[config.mk]
export PLATFORM = sky130hd
export DESIGN_NAME = mhj_ram
export DESIGN_NICKNAME = d
export VERILOG_FILES = /design/src/rtl/mhj_ram.sv
export SDC_FILE = /design/constraint.sdc
export NUM_CORES = 1
export LEC_CHECK = 0
export BUFFER_PORTS_ARGS = -buffer_cell sky130_fd_sc_hd__clkbuf_2
export CAP_MARGIN = 25
export CORE_MARGIN = 5
export CORE_UTILIZATION = 45
export CTS_CLUSTER_DIAMETER = 50
export CTS_CLUSTER_SIZE = 40
export DETAILED_ROUTE_END_ITERATION = 10
export SLEW_MARGIN = 20
export SYNTH_ARGS = -nofsm -noshare
export SYNTH_HDL_FRONTEND = slang
export SYNTH_SLANG_ARGS = --single-unit
[constraint.sdc]
create_clock -name clock -period 9.6 [get_ports clock]
set_clock_uncertainty 0.15 [all_clocks]
set_input_delay 1.44 -clock clock [delete_from_list [all_inputs] [get_ports clock]]
set_output_delay 1.44 -clock clock [all_outputs]
set_load 0.1 [all_outputs]
[src/rtl/mhj_ram.sv]
// Generic single-write, single-read synchronous RAM with registered read data.
// No dependencies.
module mhj_ram #(
   parameter int WIDTH = 96,
   parameter int DEPTH = 8
) (
   input  logic                                   clock,
   input  logic                                   wr_en,
   input  logic [(DEPTH > 1 ? $clog2(DEPTH) : 1)-1:0] wr_addr,
   input  logic [WIDTH-1:0]                       wr_data,
   input  logic [(DEPTH > 1 ? $clog2(DEPTH) : 1)-1:0] rd_addr,
   output logic [WIDTH-1:0]                       rd_data
);

   logic [WIDTH-1:0] mem_ff [DEPTH];
   logic [WIDTH-1:0] rd_data_ff;

   always_ff @(posedge clock) begin
      if (wr_en) begin
         mem_ff[wr_addr] <= wr_data;
      end
      rd_data_ff <= mem_ff[rd_addr];
   end

   assign rd_data = rd_data_ff;

endmodule

==> results.toml, run 1 <==
[grt]
grt_antenna_before_repair = 8
grt_pass1_vias = 14068
grt_max_degree = 97
grtUsageTotal_pct = 16.56
grt-ovfl-total = 0
grt_pass1_wl_um = 91380

[floorplan]
die-height_um = 271.6
pin_count = 200
coreArea_um2 = 68230
rows = 96
dieArea_um2 = 73790
die_w_um = 271.6
initial_utilization_pct = 45.15

[timing]
min_period_ns = 3.509
fmax_mhz = 285.0
setup_violations = 0
slew-limit-headroom_pct = 34.62
setup-tns-final_ns = 0
tightest_slew_ns = 0.9807
post-route-period-util_pct = 36.55
slew_viol_final = 0
rsz0062_at_grt = "false"
hold_viol = 0

[clock_tree]
worstSkewPairLatency_ns = 0.63
root_buffer = "clkbuf_16"
cts_buffers = 78
cts_hold_buffers = 0
htreeDepth = 3
cts.reportedPaths.clkPinSlew_ns = 0.07
cts_resized = 0
cts.sinks = 864
post_cts_buffers = 0
cts_tree = "done"
clock_path_buffers = 3

[critical_path]
reg2reg_from = "mem_ff[6][18]"
cp_data_arrival_time_ns = 3.58
r2r_end = "rd_data[18]"
cpPeakStageDelay_ns = 0.86
critPathLaunchType = "primary input"
reg2regPathDepth = 2
worst-r2r-setup-slack_ns = 8.19
critical_path.endpoint = "mem_ff[3][54]"
end_kind = "flop"
path_max_fanout = 49
worstSetupPathType = "in -> reg"
startpoint = "wr_addr[2]"
cp_cell_sequence = "clkbuf_2 -> nand2b_1 -> nor2_4 -> buf_4 -> buf_4"
cpMaxStageDelayCell = "buf_4"
worstPathRequired_ns = 9.67
cp_common_cell = "buf_4"

[synthesis]
synth_area_leaders = "edfxtp_1 (75%), mux4_2 (14%), dfxtp_1 (6.2%)"
yosys_warnings = 0
synthFlopType = "edfxtp_1"
ys_seq_area_share_pct = 81.10
synth_top_area_share_pct = 74.86
synth-seq-cells = 864
async_flop_share_pct = 0
synth_top_area_cell = "edfxtp_1"
avgSynthCellArea_um2 = 25.27
synthMostInstantiatedCell = "edfxtp_1"
synth_cell_type_count = 12
synth_edf_count = 768
synth_fp_nets = 1323
synth_cells = 1219
syn_area_um2 = 30810
synth_common_cells = "edfxtp_1 (768), mux4_2 (192), dfxtp_1 (96), mux2_2 (96)"

[detailed_routing]
drtIter0Drc = 730
postRouteAntennaNets = 0
dr.max_layer_used = "met5"
drt-total-wl_um = 60450
m1WireLength_um = 25840
wl_per_cell_um = 24.99
drt-pass1-iter-count = 5
route.met3.wl_um = 3512
viasPerCell = 5.423
vias = 13119
drc = 0
routed-wl-met2_um = 29840

[layout]
nets = 1572
fin_area_um2 = 35580
syn_to_final_growth_pct = 15.51
drive_above_1_share_pct = 42.69

[placed_design]
portBuffers = 199
dpl.hpwl_um = 30840
globalplace.congestion = 0.6913
placed_area_um2 = 32820

[status]
outcome = "completed"

[power]
vdd_drop_max_mv = 0.2051
power.total_w = 0.008189
leakage_nw = 11.70
power_density_nw_per_um2 = 230.1

[hold_path]
worstHoldPathType = "reg -> reg"
hp-start = "mem_ff[6][74]"

[job]
cap_violations = 0
## registers in the layout, indices dropped and copies added (netlist names)
name	count
mem_ff	768
rd_data	96
## report_power, final
| part | internal, W | switching, W |
|---|---|---|
| clock | 0.00174 | 0.00146 |
| combinational | 0.000187 | 0.000519 |
| sequential | 0.00424 | 0.0000427 |
| total | 0.00617 | 0.00202 |
## final cells by class
class	count	area, um2
diodes	5	12.51
multi-input cells	301	5519
repair buffers	223	1262
well taps	882	1104
flip-flops and latches	864	24980
fillers	5276	32640
clock buffers	90	2069
clock inverters	54	633.1
## cell usage in the layout (no fill, tap or decap), types with 5 or more instances in the layout
cell,synthesis,layout
inv_6,0,13
clkbuf_2,0,196
mux4_2,192,192
clkinvlp_4,0,5
clkinv_8,0,10
mux2_2,96,96
nor2_4,0,6
clkbuf_16,0,80
buf_4,0,21
dfxtp_1,96,96
clkbuf_1,20,7
clkinv_4,0,5
diode_2,0,5
inv_8,0,8
edfxtp_1,768,768
clkinv_2,0,5
## kinds of logic after synthesis
logic type	synth area share [%]
buf+inv	1.162
mux	17.55
flops	81.10
simple gates	0.1909
## worst max-delay path, delay by kind of cell
family | cells | cell delay (ns)
AND/OR/NAND/NOR | 2 | 0.43
buffers and inverters | 3 | 1.69
## worst min path at each step
stage / endpoint / slack [ns] / depth (start not counted)
5_1_grt: rd_data[39] / 0.55 / 2
3_5_place_dp: rd_data[89] / 0.52 / 2
6_report: rd_data[74] / 0.53 / 2
2_1_floorplan: rd_data[0] / 0.51 / 2
4_1_cts: rd_data[34] / 0.53 / 2
3_3_place_gp: rd_data[78] / 0.51 / 2
## layer usage
metal	vias to the layer above	GRT usage (%)
met4	4	4.251
li1	5684	-
met1	7058	22.42
met3	98	4.455
met2	275	27.09
met5	-	0
## per-stage QoR
stage / cells / util [%] / hold slack (ns) / worst slack [ns]
floorplan: 1219 / - / 0.5065 / 0.6665
global placement: 2267 / 48.07 / 0.5122 / 5.348
detailed placement: 2268 / 48.11 / 0.5179 / 5.379
CTS: 2412 / 52.07 / 0.5316 / 6.042
global route: 2414 / 52.14 / 0.5465 / 6.001
finish: 2419 / 52.16 / 0.5282 / 6.091
Power figures use the tool's default switching activity.
==> run 2: changes to the inputs <==
- clock period: 9.6 -> 3.15 ns (I/O delays scaled with it)
==> results.toml, run 2 (synthesis gave the netlist of run 1 again) <==
[power]
power_density_nw_per_um2 = 681.9
vdd_drop_max_mv = 0.4098
leakage_nw = 12.28

[placed_design]
globalplace.congestion = 0.6780
placed_area_um2 = 33280
dpl.hpwl_um = 31780
portBuffers = 199

[clock_tree]
cts_buffers = 77
htreeDepth = 3
worstSkewPairLatency_ns = 0.62
cts.reportedPaths.clkPinSlew_ns = 0.07
post_cts_buffers = 0
cts_tree = "done"
root_buffer = "clkbuf_16"
cts.sinks = 864
clock_path_buffers = 3

[critical_path]
cp_data_arrival_time_ns = 1.50
cp_cell_sequence = "clkbuf_2"
cpMaxStageDelayCell = "clkbuf_2"
worstPathRequired_ns = 2.53
path_max_fanout = 1
reg2regPathDepth = 2
end_kind = "output port"
worstSetupPathType = "reg -> out"
critical_path.top_delay_family = "buffers and inverters"
cpPeakStageDelay_ns = 0.49
critPathLaunchType = "flop"
path_depth = 1
path_buf_inv = 1

[detailed_routing]
viasPerCell = 5.308
drt-total-wl_um = 59810
postRouteAntennaNets = 0
vias = 13409
wl_per_cell_um = 23.68
drc = 0
drt-pass1-iter-count = 4
drtIter0Drc = 797

[grt]
grt.busiest_layer = "met2"
grt_max_degree = 69
grt_pass1_wl_um = 91340
use_met3_pct = 4.198
grt_antenna_before_repair = 7
grtUsageTotal_pct = 16.46
gr-usage-met1_pct = 22.83
grtUsageMet2_pct = 26.76
grt_pass1_vias = 14742
grt-ovfl-total = 0

[floorplan]
initial_utilization_pct = 45.15
dieArea_um2 = 73790
die_w_um = 271.6
rows = 96
die-height_um = 271.6
coreArea_um2 = 68230
pin_count = 200

[layout]
nFillCells = 5181
final_common_cell = "edfxtp_1"
final_cell_mix = "edfxtp_1 (768), clkbuf_2 (196), mux4_2 (192)"
regMostFlops = "mem_ff"
nets = 1680
drive_above_1_share_pct = 41.13
largest_register_ffs = 768
syn_to_final_growth_pct = 20.10
fin_area_um2 = 37000

[timing]
rsz0062_at_grt = "false"
setup-tns-final_ns = 0
hold_viol = 0
post-route-period-util_pct = 67.47
setup_violations = 0
slew-limit-headroom_pct = 50.85
fmax_mhz = 470.5
tightest_slew_ns = 0.7355
min_period_ns = 2.125
slew_viol_final = 0
whs_ns = 0.1613

[status]
outcome = "completed"

[hold_path]
worstHoldPathType = "in -> reg"
holdPathStages = 2

[job]
cap_violations = 0
-- run 2: final cells by class --
cell class	instances	area, um2	share of cell area (%)
Multi-Input combinational cell	301	5555	15.02
Clock buffer	86	2053	5.550
Tap cell	882	1104	2.983
Sequential cell	864	24980	67.53
Timing Repair Buffer	332	2594	7.010
Antenna cell	3	7.507	0.02029
Clock inverter	58	700.7	1.894
-- run 2: routing by layer --
layer | vias up | share of wire (%) | wire length [um]
met5 | - | 0.065 | 39
li1 | 5904 | - | -
met1 | 7135 | 44 | 26220
met2 | 276 | 49 | 29180
met3 | 88 | 5.5 | 3285
met4 | 6 | 1.8 | 1086
-- run 2: power by group --
| group | switching, W | internal, W | leakage [nW] | total (W) |
|---|---|---|---|---|
| registers | 0.000129 | 0.0129 | 7.79 | 0.0131 |
| clock network | 0.00451 | 0.00538 | 1.33 | 0.00989 |
| logic | 0.00161 | 0.000678 | 3.16 | 0.00228 |
| total | 0.00625 | 0.0190 | 12.3 | 0.0252 |
-- run 2: timing repair --
| item | 4_1_cts | 5_1_grt |
|---|---|---|
| hold buffers | 96 | 0 |
| endpoints found under the hold margin | 768 | 0 |
| resized for setup | 0 | 0 |
-- run 2: worst paths after layout --
path,from,slack (ns),to
max,rd_data[8],1.02,rd_data[8]
min,wr_addr[1],0.16,mem_ff[0][74]
max reg2reg,mem_ff[7][9],1.75,rd_data[9]
min reg2reg,mem_ff[5][5],0.53,rd_data[5]
-- run 2: metrics by stage --
stage	power, W	cells	setup WS [ns]	util (%)
floorplan	0.01495	1219	-0.5975	-
global placement	0.01550	2283	0.8361	48.77
detailed placement	0.01554	2283	0.8052	48.77
CTS	0.02557	2523	0.9804	54.22
global route	0.02615	2524	0.9585	54.22
finish	0.02523	2526	1.025	54.23
